==> config.mk <==
export PLATFORM = sky130hd
export DESIGN_NAME = nack_gap_table_core
export DESIGN_NICKNAME = d
export VERILOG_FILES = /design/src/ngt_pkg.sv /design/src/nack_gap_table_core.sv /design/src/ngt_age_unit.sv /design/src/ngt_table.sv
export SDC_FILE = /design/constraint.sdc
export NUM_CORES = 2
export LEC_CHECK = 0
export BUFFER_PORTS_ARGS = -buffer_cell sky130_fd_sc_hd__buf_2
export CAP_MARGIN = 20
export CORE_MARGIN = 10
export CORE_UTILIZATION = 23
export DETAILED_ROUTE_END_ITERATION = 10
export HOLD_SLACK_MARGIN = 0.15
export MAX_ROUTING_LAYER = met4
export PLACE_DENSITY = 0.45
export SYNTH_ARGS = -nofsm -noshare
export SYNTH_HDL_FRONTEND = slang
export SYNTH_SLANG_ARGS = --single-unit
==> constraint.sdc <==
create_clock -name i_clk -period 8.6 [get_ports i_clk]
set_input_delay 0 -clock i_clk [delete_from_list [all_inputs] [get_ports i_clk]]
set_output_delay 0 -clock i_clk [all_outputs]
set_load 0.005 [all_outputs]
==> src/ngt_pkg.sv <==
`timescale 1ns / 1ps
// ============================================================================
// ngt_pkg
// Shared widths, codes, reset values and structures of the NACK gap table.
// ============================================================================
package ngt_pkg;

    // Default table depth; the top level takes it as a parameter.
    localparam int GAP_ENTRIES_DEF = 32;

    localparam int SEQ_W      = 32;
    localparam int TIME_W     = 32;
    localparam int CFG_W      = 16;
    localparam int FUNC_W     = 2;
    localparam int CNT_W      = 6;
    localparam int CFG_ADDR_W = 2;

    // Stream payload widths.
    localparam int S_TDATA_W = SEQ_W + TIME_W;
    localparam int S_TUSER_W = FUNC_W;
    localparam int M_TDATA_W = 40;
    localparam int M_PAD_W   = M_TDATA_W - SEQ_W - CNT_W;
    localparam int M_TUSER_W = 1;

    // Item kinds.
    localparam logic [FUNC_W-1:0] FUNC_OPEN  = 2'd0;
    localparam logic [FUNC_W-1:0] FUNC_CLOSE = 2'd1;
    localparam logic [FUNC_W-1:0] FUNC_TICK  = 2'd2;

    // Configuration register indexes.
    localparam logic [CFG_ADDR_W-1:0] REG_GRACE  = 2'd0;
    localparam logic [CFG_ADDR_W-1:0] REG_RETRY  = 2'd1;
    localparam logic [CFG_ADDR_W-1:0] REG_EXPIRE = 2'd2;

    localparam logic [CFG_W-1:0] GRACE_RST  = 16'd0;
    localparam logic [CFG_W-1:0] RETRY_RST  = 16'd25;
    localparam logic [CFG_W-1:0] EXPIRE_RST = 16'd200;

    typedef struct packed {
        logic [CFG_W-1:0] grace;
        logic [CFG_W-1:0] retry;
        logic [CFG_W-1:0] expire;
    } t_cfg;

    // One entry as read from the table.
    typedef struct packed {
        logic              active;
        logic              nacked;
        logic [SEQ_W-1:0]  seq;
        logic [TIME_W-1:0] created;
        logic [TIME_W-1:0] last_nack;
    } t_ent_rd;

    // Write command to the table; at most one of the three strobes is set.
    typedef struct packed {
        logic              wr_new;
        logic              wr_stamp;
        logic              wr_clr;
        logic              nacked;
        logic [SEQ_W-1:0]  seq;
        logic [TIME_W-1:0] created;
        logic [TIME_W-1:0] last_nack;
    } t_ent_wr;

    // Results of the shared time unit for one entry.
    typedef struct packed {
        logic [TIME_W-1:0] age;
        logic              expired;
        logic              in_grace;
        logic              retry_due;
        logic              older;
    } t_age_res;

endpackage

==> src/nack_gap_table_core.sv <==
`timescale 1ns / 1ps
// ============================================================================
// nack_gap_table_core
// Table of missing sequence numbers that schedules retransmission requests.
// ============================================================================
//
//  Channel   Dir  Handshake          Contents
//  --------  ---  -----------------  -----------------------------------------
//  s_axis    in   tvalid / tready    tuser: func; tdata: seq_num, now_ms
//  m_axis    out  tvalid / tready    tuser: nack_valid; tdata: nack_seq,
//                                    active_count; tlast: last
//  cfg       in   write enable only  addr 0 grace, 1 retry, 2 expire time
//
// Every open, close or tick item walks the whole table, one entry per cycle
// through the single read port of the entry memories and the shared time
// unit; an open then writes back its entry in ST_FIN. Any other item goes
// straight to its closing result. A held result on m_axis stalls the
// walk until it is taken. Reset is synchronous and clears the control state,
// the active and nacked flags and the configuration; no clearing pass is
// needed. s_axis is ready only between items.
//
module nack_gap_table_core #(
    parameter int GAP_ENTRIES = ngt_pkg::GAP_ENTRIES_DEF
) (
    input  logic                             i_clk,
    input  logic                             i_rst_n,
    // Input stream.
    input  logic                             i_s_axis_tvalid,
    output logic                             o_s_axis_tready,
    input  logic [ngt_pkg::S_TDATA_W-1:0]    i_s_axis_tdata,  // seq_num, now_ms
    input  logic [ngt_pkg::S_TUSER_W-1:0]    i_s_axis_tuser,  // func
    // Result stream.
    output logic                             o_m_axis_tvalid,
    input  logic                             i_m_axis_tready,
    output logic [ngt_pkg::M_TDATA_W-1:0]    o_m_axis_tdata,  // nack_seq, active_count, pad
    output logic [ngt_pkg::M_TUSER_W-1:0]    o_m_axis_tuser,  // nack_valid
    output logic                             o_m_axis_tlast,
    // Configuration writes.
    input  logic                             i_cfg_we,
    input  logic [ngt_pkg::CFG_ADDR_W-1:0]   i_cfg_addr,
    input  logic [ngt_pkg::CFG_W-1:0]        i_cfg_wdata
);
    import ngt_pkg::*;

    localparam int IDX_W = $clog2(GAP_ENTRIES);
    localparam int CW    = $clog2(GAP_ENTRIES + 1);

    typedef enum logic [3:0] {
        ST_IDLE = 4'b0001,
        ST_SCAN = 4'b0010,
        ST_FIN  = 4'b0100,
        ST_LAST = 4'b1000
    } t_state;

    t_state r_state, n_state;

    t_cfg              r_cfg;
    logic [FUNC_W-1:0] r_func;
    logic [SEQ_W-1:0]  r_seq;
    logic [TIME_W-1:0] r_now;

    // Scan pointers: r_ia is the next address issued, r_kd the entry whose
    // read data is on the table output when r_dv is set.
    logic [CW-1:0]     r_ia,    n_ia;
    logic              r_dv,    n_dv;
    logic [IDX_W-1:0]  r_kd,    n_kd;
    logic [CW-1:0]     r_count, n_count;

    // Open bookkeeping: first match, first free entry, oldest entry.
    logic              r_match, n_match;
    logic [IDX_W-1:0]  r_midx,  n_midx;
    logic              r_free,  n_free;
    logic [IDX_W-1:0]  r_fidx,  n_fidx;
    logic [TIME_W-1:0] r_best,  n_best;
    logic [IDX_W-1:0]  r_bidx,  n_bidx;

    // Output register.
    logic              r_out_vld;
    logic              r_out_nack;
    logic [SEQ_W-1:0]  r_out_seq;
    logic [CNT_W-1:0]  r_out_cnt;
    logic              r_out_last;

    logic              w_slot;
    logic              w_accept;
    logic              w_rd_en;
    logic [IDX_W-1:0]  w_rd_idx;
    t_ent_rd           w_rd;
    t_ent_wr           w_wr;
    logic [IDX_W-1:0]  w_wr_idx;
    t_age_res          w_age;
    logic              w_hit;
    logic              w_grace0;
    logic              w_emit;
    logic              w_emit_last;
    logic [SEQ_W-1:0]  w_emit_seq;

    assign w_accept        = i_s_axis_tvalid && o_s_axis_tready;
    assign o_s_axis_tready = (r_state == ST_IDLE);
    // A new result may be loaded when the output register is empty or is
    // being emptied in this cycle.
    assign w_slot          = !r_out_vld || i_m_axis_tready;
    assign w_hit           = w_rd.active && (w_rd.seq == r_seq);
    assign w_grace0        = (r_cfg.grace == '0);
    assign w_rd_idx        = r_ia[IDX_W-1:0];

    ngt_table #(
        .GAP_ENTRIES (GAP_ENTRIES)
    ) u_table (
        .i_clk    (i_clk),
        .i_rst_n  (i_rst_n),
        .i_rd_en  (w_rd_en),
        .i_rd_idx (w_rd_idx),
        .o_rd     (w_rd),
        .i_wr     (w_wr),
        .i_wr_idx (w_wr_idx)
    );

    ngt_age_unit u_age (
        .i_now       (r_now),
        .i_created   (w_rd.created),
        .i_last_nack (w_rd.last_nack),
        .i_best      (r_best),
        .i_cfg       (r_cfg),
        .o_res       (w_age)
    );

    // Configuration registers; writes to an unknown index are dropped.
    always_ff @(posedge i_clk) begin
        if (!i_rst_n) begin
            r_cfg.grace  <= GRACE_RST;
            r_cfg.retry  <= RETRY_RST;
            r_cfg.expire <= EXPIRE_RST;
        end else if (i_cfg_we) begin
            unique case (i_cfg_addr)
                REG_GRACE:  r_cfg.grace  <= i_cfg_wdata;
                REG_RETRY:  r_cfg.retry  <= i_cfg_wdata;
                REG_EXPIRE: r_cfg.expire <= i_cfg_wdata;
                default:    ;
            endcase
        end
    end

    // The item is held for the whole walk.
    always_ff @(posedge i_clk) begin
        if (w_accept) begin
            r_func <= i_s_axis_tuser;
            r_seq  <= i_s_axis_tdata[SEQ_W-1:0];
            r_now  <= i_s_axis_tdata[S_TDATA_W-1:SEQ_W];
        end
    end

    // Sequencer. Each scan cycle with a free output slot issues at most one
    // read and decides on the entry of the previous read; writes never hit the
    // entry being read. The open write-back happens in ST_FIN once the walk is over.
    always_comb begin
        n_state     = r_state;
        n_ia        = r_ia;
        n_dv        = r_dv;
        n_kd        = r_kd;
        n_count     = r_count;
        n_match     = r_match;
        n_midx      = r_midx;
        n_free      = r_free;
        n_fidx      = r_fidx;
        n_best      = r_best;
        n_bidx      = r_bidx;
        w_rd_en     = 1'b0;
        w_wr        = '0;
        w_wr_idx    = r_kd;
        w_emit      = 1'b0;
        w_emit_last = 1'b0;
        w_emit_seq  = '0;

        unique case (r_state)
            ST_IDLE: begin
                if (i_s_axis_tvalid) begin
                    n_ia    = '0;
                    n_dv    = 1'b0;
                    n_kd    = '0;
                    n_match = 1'b0;
                    n_midx  = '0;
                    n_free  = 1'b0;
                    n_fidx  = '0;
                    n_best  = '0;
                    n_bidx  = '0;
                    if (i_s_axis_tuser == FUNC_OPEN || i_s_axis_tuser == FUNC_CLOSE ||
                        i_s_axis_tuser == FUNC_TICK) begin
                        n_state = ST_SCAN;
                    end else begin
                        n_state = ST_LAST;
                    end
                end
            end

            ST_SCAN: begin
                if (w_slot) begin
                    w_rd_en = (r_ia != CW'(GAP_ENTRIES));
                    n_dv    = w_rd_en;
                    n_kd    = r_ia[IDX_W-1:0];
                    if (w_rd_en) begin
                        n_ia = r_ia + CW'(1);
                    end
                    if (r_dv) begin
                        priority if (r_func == FUNC_OPEN) begin
                            if (w_hit && !r_match) begin
                                n_match = 1'b1;
                                n_midx  = r_kd;
                            end
                            if (!w_rd.active && !r_free) begin
                                n_free = 1'b1;
                                n_fidx = r_kd;
                            end
                            // Oldest entry; strict compare keeps the lowest
                            // index on a tie. Only used when all are active.
                            if (r_kd == '0 || w_age.older) begin
                                n_best = w_age.age;
                                n_bidx = r_kd;
                            end
                        end else if (r_func == FUNC_CLOSE) begin
                            if (w_hit) begin
                                w_wr.wr_clr = 1'b1;
                                n_count     = r_count - CW'(1);
                            end
                        end else begin
                            if (w_rd.active) begin
                                w_wr.last_nack = r_now;
                                w_wr.nacked    = 1'b1;
                                if (w_age.expired) begin
                                    w_wr.wr_clr = 1'b1;
                                    n_count     = r_count - CW'(1);
                                end else if (w_age.in_grace) begin
                                    w_wr.wr_clr = 1'b0;
                                end else if (!w_rd.nacked || w_age.retry_due) begin
                                    w_wr.wr_stamp = 1'b1;
                                    w_emit        = 1'b1;
                                    w_emit_seq    = w_rd.seq;
                                end
                            end
                        end
                        if (r_kd == IDX_W'(GAP_ENTRIES - 1)) begin
                            n_state = (r_func == FUNC_OPEN) ? ST_FIN : ST_LAST;
                        end
                    end
                end
            end

            ST_FIN: begin
                if (w_slot) begin
                    w_wr.seq     = r_seq;
                    w_wr.created = r_now;
                    w_wr.nacked  = w_grace0;
                    if (r_match) begin
                        // Sequence already open: only a zero grace time
                        // requests it again and stamps the first match.
                        w_wr_idx       = r_midx;
                        w_wr.last_nack = r_now;
                        w_wr.wr_stamp  = w_grace0;
                    end else begin
                        w_wr_idx       = r_free ? r_fidx : r_bidx;
                        w_wr.last_nack = w_grace0 ? r_now : '0;
                        w_wr.wr_new    = 1'b1;
                        if (r_free) begin
                            n_count = r_count + CW'(1);
                        end
                    end
                    w_emit     = w_grace0;
                    w_emit_seq = r_seq;
                    n_state    = ST_LAST;
                end
            end

            ST_LAST: begin
                if (w_slot) begin
                    w_emit      = 1'b1;
                    w_emit_last = 1'b1;
                    n_state     = ST_IDLE;
                end
            end

            default: begin
                n_state = ST_IDLE;
            end
        endcase
    end

    always_ff @(posedge i_clk) begin
        if (!i_rst_n) begin
            r_state <= ST_IDLE;
            r_ia    <= '0;
            r_dv    <= 1'b0;
            r_count <= '0;
            r_match <= 1'b0;
            r_free  <= 1'b0;
        end else begin
            r_state <= n_state;
            r_ia    <= n_ia;
            r_dv    <= n_dv;
            r_count <= n_count;
            r_match <= n_match;
            r_free  <= n_free;
        end
    end

    always_ff @(posedge i_clk) begin
        r_kd   <= n_kd;
        r_midx <= n_midx;
        r_fidx <= n_fidx;
        r_best <= n_best;
        r_bidx <= n_bidx;
    end

    // Output register: loaded only when the slot is free.
    always_ff @(posedge i_clk) begin
        if (!i_rst_n) begin
            r_out_vld <= 1'b0;
        end else if (w_emit) begin
            r_out_vld <= 1'b1;
        end else if (i_m_axis_tready) begin
            r_out_vld <= 1'b0;
        end
    end

    always_ff @(posedge i_clk) begin
        if (w_emit) begin
            r_out_nack <= !w_emit_last;
            r_out_seq  <= w_emit_seq;
            r_out_cnt  <= w_emit_last ? CNT_W'(n_count) : '0;
            r_out_last <= w_emit_last;
        end
    end

    assign o_m_axis_tvalid = r_out_vld;
    assign o_m_axis_tdata  = {{M_PAD_W{1'b0}}, r_out_cnt, r_out_seq};
    assign o_m_axis_tuser  = r_out_nack;
    assign o_m_axis_tlast  = r_out_last;

endmodule

==> src/ngt_age_unit.sv <==
`timescale 1ns / 1ps
// ============================================================================
// ngt_age_unit
// Shared modulo-2^32 time arithmetic used by every scan step.
// ============================================================================
module ngt_age_unit (
    input  logic [ngt_pkg::TIME_W-1:0] i_now,
    input  logic [ngt_pkg::TIME_W-1:0] i_created,
    input  logic [ngt_pkg::TIME_W-1:0] i_last_nack,
    input  logic [ngt_pkg::TIME_W-1:0] i_best,
    input  ngt_pkg::t_cfg              i_cfg,
    output ngt_pkg::t_age_res          o_res
);
    import ngt_pkg::*;

    logic [TIME_W-1:0] w_age;
    logic [TIME_W-1:0] w_since;

    // Both differences wrap, so a plain subtraction is exact.
    assign w_age   = i_now - i_created;
    assign w_since = i_now - i_last_nack;

    always_comb begin
        o_res.age       = w_age;
        o_res.expired   = w_age > TIME_W'(i_cfg.expire);
        o_res.in_grace  = w_age < TIME_W'(i_cfg.grace);
        o_res.retry_due = w_since >= TIME_W'(i_cfg.retry);
        o_res.older     = w_age > i_best;
    end

endmodule

==> src/ngt_table.sv <==
`timescale 1ns / 1ps
// ============================================================================
// ngt_table
// Gap entry storage: three word memories plus active and nacked flags.
// ============================================================================
module ngt_table #(
    parameter int GAP_ENTRIES = ngt_pkg::GAP_ENTRIES_DEF
) (
    input  logic                           i_clk,
    input  logic                           i_rst_n,
    input  logic                           i_rd_en,
    input  logic [$clog2(GAP_ENTRIES)-1:0] i_rd_idx,
    output ngt_pkg::t_ent_rd               o_rd,
    input  ngt_pkg::t_ent_wr               i_wr,
    input  logic [$clog2(GAP_ENTRIES)-1:0] i_wr_idx
);
    import ngt_pkg::*;

    logic [SEQ_W-1:0]  r_seq_mem  [GAP_ENTRIES];
    logic [TIME_W-1:0] r_crt_mem  [GAP_ENTRIES];
    logic [TIME_W-1:0] r_last_mem [GAP_ENTRIES];

    logic [GAP_ENTRIES-1:0] r_active;
    logic [GAP_ENTRIES-1:0] r_nacked;

    logic              r_rd_active;
    logic              r_rd_nacked;
    logic [SEQ_W-1:0]  r_rd_seq;
    logic [TIME_W-1:0] r_rd_crt;
    logic [TIME_W-1:0] r_rd_last;

    always_ff @(posedge i_clk) begin
        if (i_wr.wr_new) begin
            r_seq_mem[i_wr_idx] <= i_wr.seq;
        end
        if (i_rd_en) begin
            r_rd_seq <= r_seq_mem[i_rd_idx];
        end
    end

    always_ff @(posedge i_clk) begin
        if (i_wr.wr_new) begin
            r_crt_mem[i_wr_idx] <= i_wr.created;
        end
        if (i_rd_en) begin
            r_rd_crt <= r_crt_mem[i_rd_idx];
        end
    end

    always_ff @(posedge i_clk) begin
        if (i_wr.wr_new || i_wr.wr_stamp) begin
            r_last_mem[i_wr_idx] <= i_wr.last_nack;
        end
        if (i_rd_en) begin
            r_rd_last <= r_last_mem[i_rd_idx];
        end
    end

    always_ff @(posedge i_clk) begin
        if (!i_rst_n) begin
            r_active <= '0;
            r_nacked <= '0;
        end else begin
            if (i_wr.wr_new) begin
                r_active[i_wr_idx] <= 1'b1;
                r_nacked[i_wr_idx] <= i_wr.nacked;
            end else if (i_wr.wr_stamp) begin
                r_nacked[i_wr_idx] <= 1'b1;
            end else if (i_wr.wr_clr) begin
                r_active[i_wr_idx] <= 1'b0;
            end
        end
    end

    always_ff @(posedge i_clk) begin
        if (i_rd_en) begin
            r_rd_active <= r_active[i_rd_idx];
            r_rd_nacked <= r_nacked[i_rd_idx];
        end
    end

    always_comb begin
        o_rd.active    = r_rd_active;
        o_rd.nacked    = r_rd_nacked;
        o_rd.seq       = r_rd_seq;
        o_rd.created   = r_rd_crt;
        o_rd.last_nack = r_rd_last;
    end

endmodule

==> flow_summary.yaml <==
pwr:
  leakagePower_nw: 46.8
  p_per_area_nw_per_um2: 229
  ir_drop_v: 0.000154
synth:
  synth_cell_type_count: 82
  syn_area_um2: 138000
  yosysMostFrequentCell: "edfxtp_1"
  synth_top_cells_by_count: "3,328 x edfxtp_1, 980 x mux4_2, 254 x clkbuf_1"
  synth_ff_type: "edfxtp_1"
  yosys-top-cells-area: "edfxtp_1 72%, mux4_2 16%, dfxtp_1 1.9%"
  yosysTopAreaCell: "edfxtp_1"
  ys_seq_area_share_pct: 74.2
  ys_async_sr_fraction_pct: 0
  yosysTopAreaCellShare_pct: 72.2
  avgSynthCellArea_um2: 20.6
  synth_edf_count: 3328
  ys.warnings.count: 0
  synth_cells: 6702
  synth_seq_cells: 3460
floorplan:
  die_width_um: 796
  dieArea_um2: 633000
  rows: 284
  start_util_pct: 23.1
  coreArea_um2: 599000
  die-height_um: 796
  num_io_pins: 133
worst_setup_path:
  worst-path-stages: 23
  rr_worst_depth: 23
  critPathLaunchType: "register"
  critPathMaxFanout: 32
  cpPeakStageDelay_ps: 670
  crit_start: "r_now[0]"
  crit_path_top_delay_cell: "a211oi_1"
  worstPathArrival_ps: 8160
  critPathBufInv: 4
  crit_family: "compound AO/OA/AOI/OAI gates"
  cp.required_ps: 9130
  worst-setup-path-type: "reg -> reg"
  r2r_slack_ps: 970
  reg2reg_to: "u_table.r_last_mem[14][19]"
  setup.worst_path.end_class: "register"
  crit_chain: "inv_1, ha_1, inv_1, fa_1, a21oi_1, o21ai_1, a211oi_1, o21ai_0, xor2_1, ha_1, nand4_1, nor4_1, o21ai_0, o211ai_1, a22oi_1, or4b_1, nor4_2, nand4_2, a311oi_4, nor2_4, buf_4, nor2_4, buf_4"
  critical_path.endpoint: "u_table.r_last_mem[14][19]"
  r2r_start: "r_now[0]"
detailed_routing:
  route.detailed.drc: 0
  postRouteAntennaNets: 0
  wl_per_cell_um: 28.0
  drt-vias-per-instance: 4.49
  dr.first_iter.drc_count: 7204
  first_pass_iters: 6
  drt-total-wl_um: 437000
  num_vias: 70000
place:
  portBuffers: 130
  dp.final_hpwl_um: 255000
  place.gp.congestion: 0.846
  placed_cell_area_um2: 150000
global_routing:
  grt_max_degree: 122
  overflow: 0
  track_usage_pct: 13.7
  grt_pass1_wl_um: 601000
  grt_pass1_vias: 71700
  grt_antenna_before_repair: 71
sta:
  fin_crit_ps: 7630
  slew_viol_final: 0
  report.final.setup_viol: 0
  slew_headroom_pct: 24.9
  max_freq_mhz: 131
  rsz0062_at_grt: "false"
  period_share_pct: 88.7
  tns_ps: 0
  clock_skew_ps: 109
  worst_pin_slew_ps: 1120
  finalHoldViolCount: 0
clocking:
  post_cts_buffers: 0
  clk_latency_ps: 1000
  cts_tree: "yes"
  cts_buffers: 351
  cts-root-buf: "clkbuf_16"
  clockBufferDepth: 4
  cts.sinks: 3460
  cts_max_level: 5
  clk_pin_slew_ps: 70
finish:
  finalInstanceArea_um2: 165000
  nNetsFinal: 7506
  drive_above_1_share_pct: 27.9
  fill_cells: 59200
  area_delta_synth_final_pct: 19.0
  post-route-util_pct: 27.5
min_path:
  hp-class: "in -> reg"
  worstHoldStart: "i_s_axis_tdata[22]"
job:
  maxCapViolCount: 0
run_status:
  status: "finished clean"
per-layer routing:
layer / GRT usage, % / up-vias / routed length, um / part of all wire [%]
met1: 17.7 / 38300 / 184000 / 42
met3: 2.09 / 530 / 24700 / 5.7
met5: - / - / 0 / 0
li1: - / 28800 / - / -
met4: 3.22 / 0 / 11700 / 2.7
met2: 22.8 / 2318 / 216000 / 50
placed cells by master, fill, tap and decap left out, drive strengths merged, types with 45 or more instances in the layout:
cell type | synthesis | final
ha | 145 | 145
buf | 72 | 341
mux4 | 980 | 980
nand2 | 243 | 243
o21ai | 133 | 133
nor2 | 209 | 209
inv | 207 | 221
clkinv | 0 | 136
a21oi | 167 | 167
clkbuf | 256 | 433
and2 | 141 | 141
a21o | 75 | 75
xor2 | 45 | 45
mux2 | 123 | 123
a31oi | 45 | 45
edfxtp | 3328 | 3328
dfxtp | 132 | 132
dlygate4sd3 | 0 | 196
worst min path at each step:
stage	endpoint	slack [ps]	cells after the start
final	r_seq[22]	270	3
after global routing	r_seq[1]	240	3
after CTS	r_seq[3]	180	3
after detailed placement	r_now[27]	180	1
after global placement	r_seq[21]	180	1
after floorplan	r_func[0]	100	0
registers in the layout, indices dropped and copies added, names as in the netlist, 6 cells and up, named ones only:
| signal | flops |
|---|---|
| u_table.r_crt_mem | 1024 |
| u_table.r_last_mem | 1024 |
| u_table.r_seq_mem | 1024 |
| r_cfg | 48 |
| r_best | 32 |
| r_now | 32 |
| r_out_seq | 32 |
| r_seq | 32 |
| u_table.r_nacked | 32 |
| u_table.r_rd_crt | 32 |
| u_table.r_rd_last | 32 |
| u_table.r_rd_seq | 32 |
| r_count | 6 |
| r_ia | 6 |
| r_out_cnt | 6 |
metrics by stage:
stage	instances	hold WS, ps	setup slack (ps)	power [W]
floorplan	6703	98.9	2170	0.0211
global placement	14700	176	1200	0.0223
detailed placement	14700	178	1170	0.0223
CTS	15500	177	1070	0.0381
global route	15600	240	677	0.0390
finish	15600	270	969	0.0377
tightest hold or removal path, cell delays in order:
cell and delay, ps:
dlygate4sd3_1 520, buf_2 90, dlygate4sd3_1 530
power by group:
part | total, W | switching [W] | leakage (nW) | internal, W
sequential | 0.0187 | 0.000230 | 29.4 | 0.0185
combinational | 0.00327 | 0.00206 | 11.7 | 0.00121
clock | 0.0157 | 0.00668 | 5.68 | 0.00901
cells by family after synthesis:
kind of cell	after synthesis	synth area share [%]
other	1	0.00271
buffers and inverters	535	1.49
AO/OA/AOI/OAI	574	2.73
AND/OR/NAND/NOR	796	2.77
adder cells (fa/ha/maj)	147	1.34
multiplexers	1114	17.0
flip-flops	3460	74.2
XOR/XNOR	75	0.475
cell type report:
cell class	instances	area (um^2)	area share, %
flip-flops and latches	3460	103000	62.3
clock inverters	205	2280	1.39
inverters	207	791	0.480
diodes	34	85.1	0.0517
clock buffers	428	9390	5.70
multi-input cells	2708	34300	20.8
repair buffers	542	5180	3.14
well taps	8008	10000	6.09
what timing repair did:
action | 4_1_cts | 5_1_grt
hold buffers | 196 | 0
endpoints found under the hold margin | 264 | 0
resized for setup | 0 | 0
No activity file was read; power rests on OpenSTA's default activity.
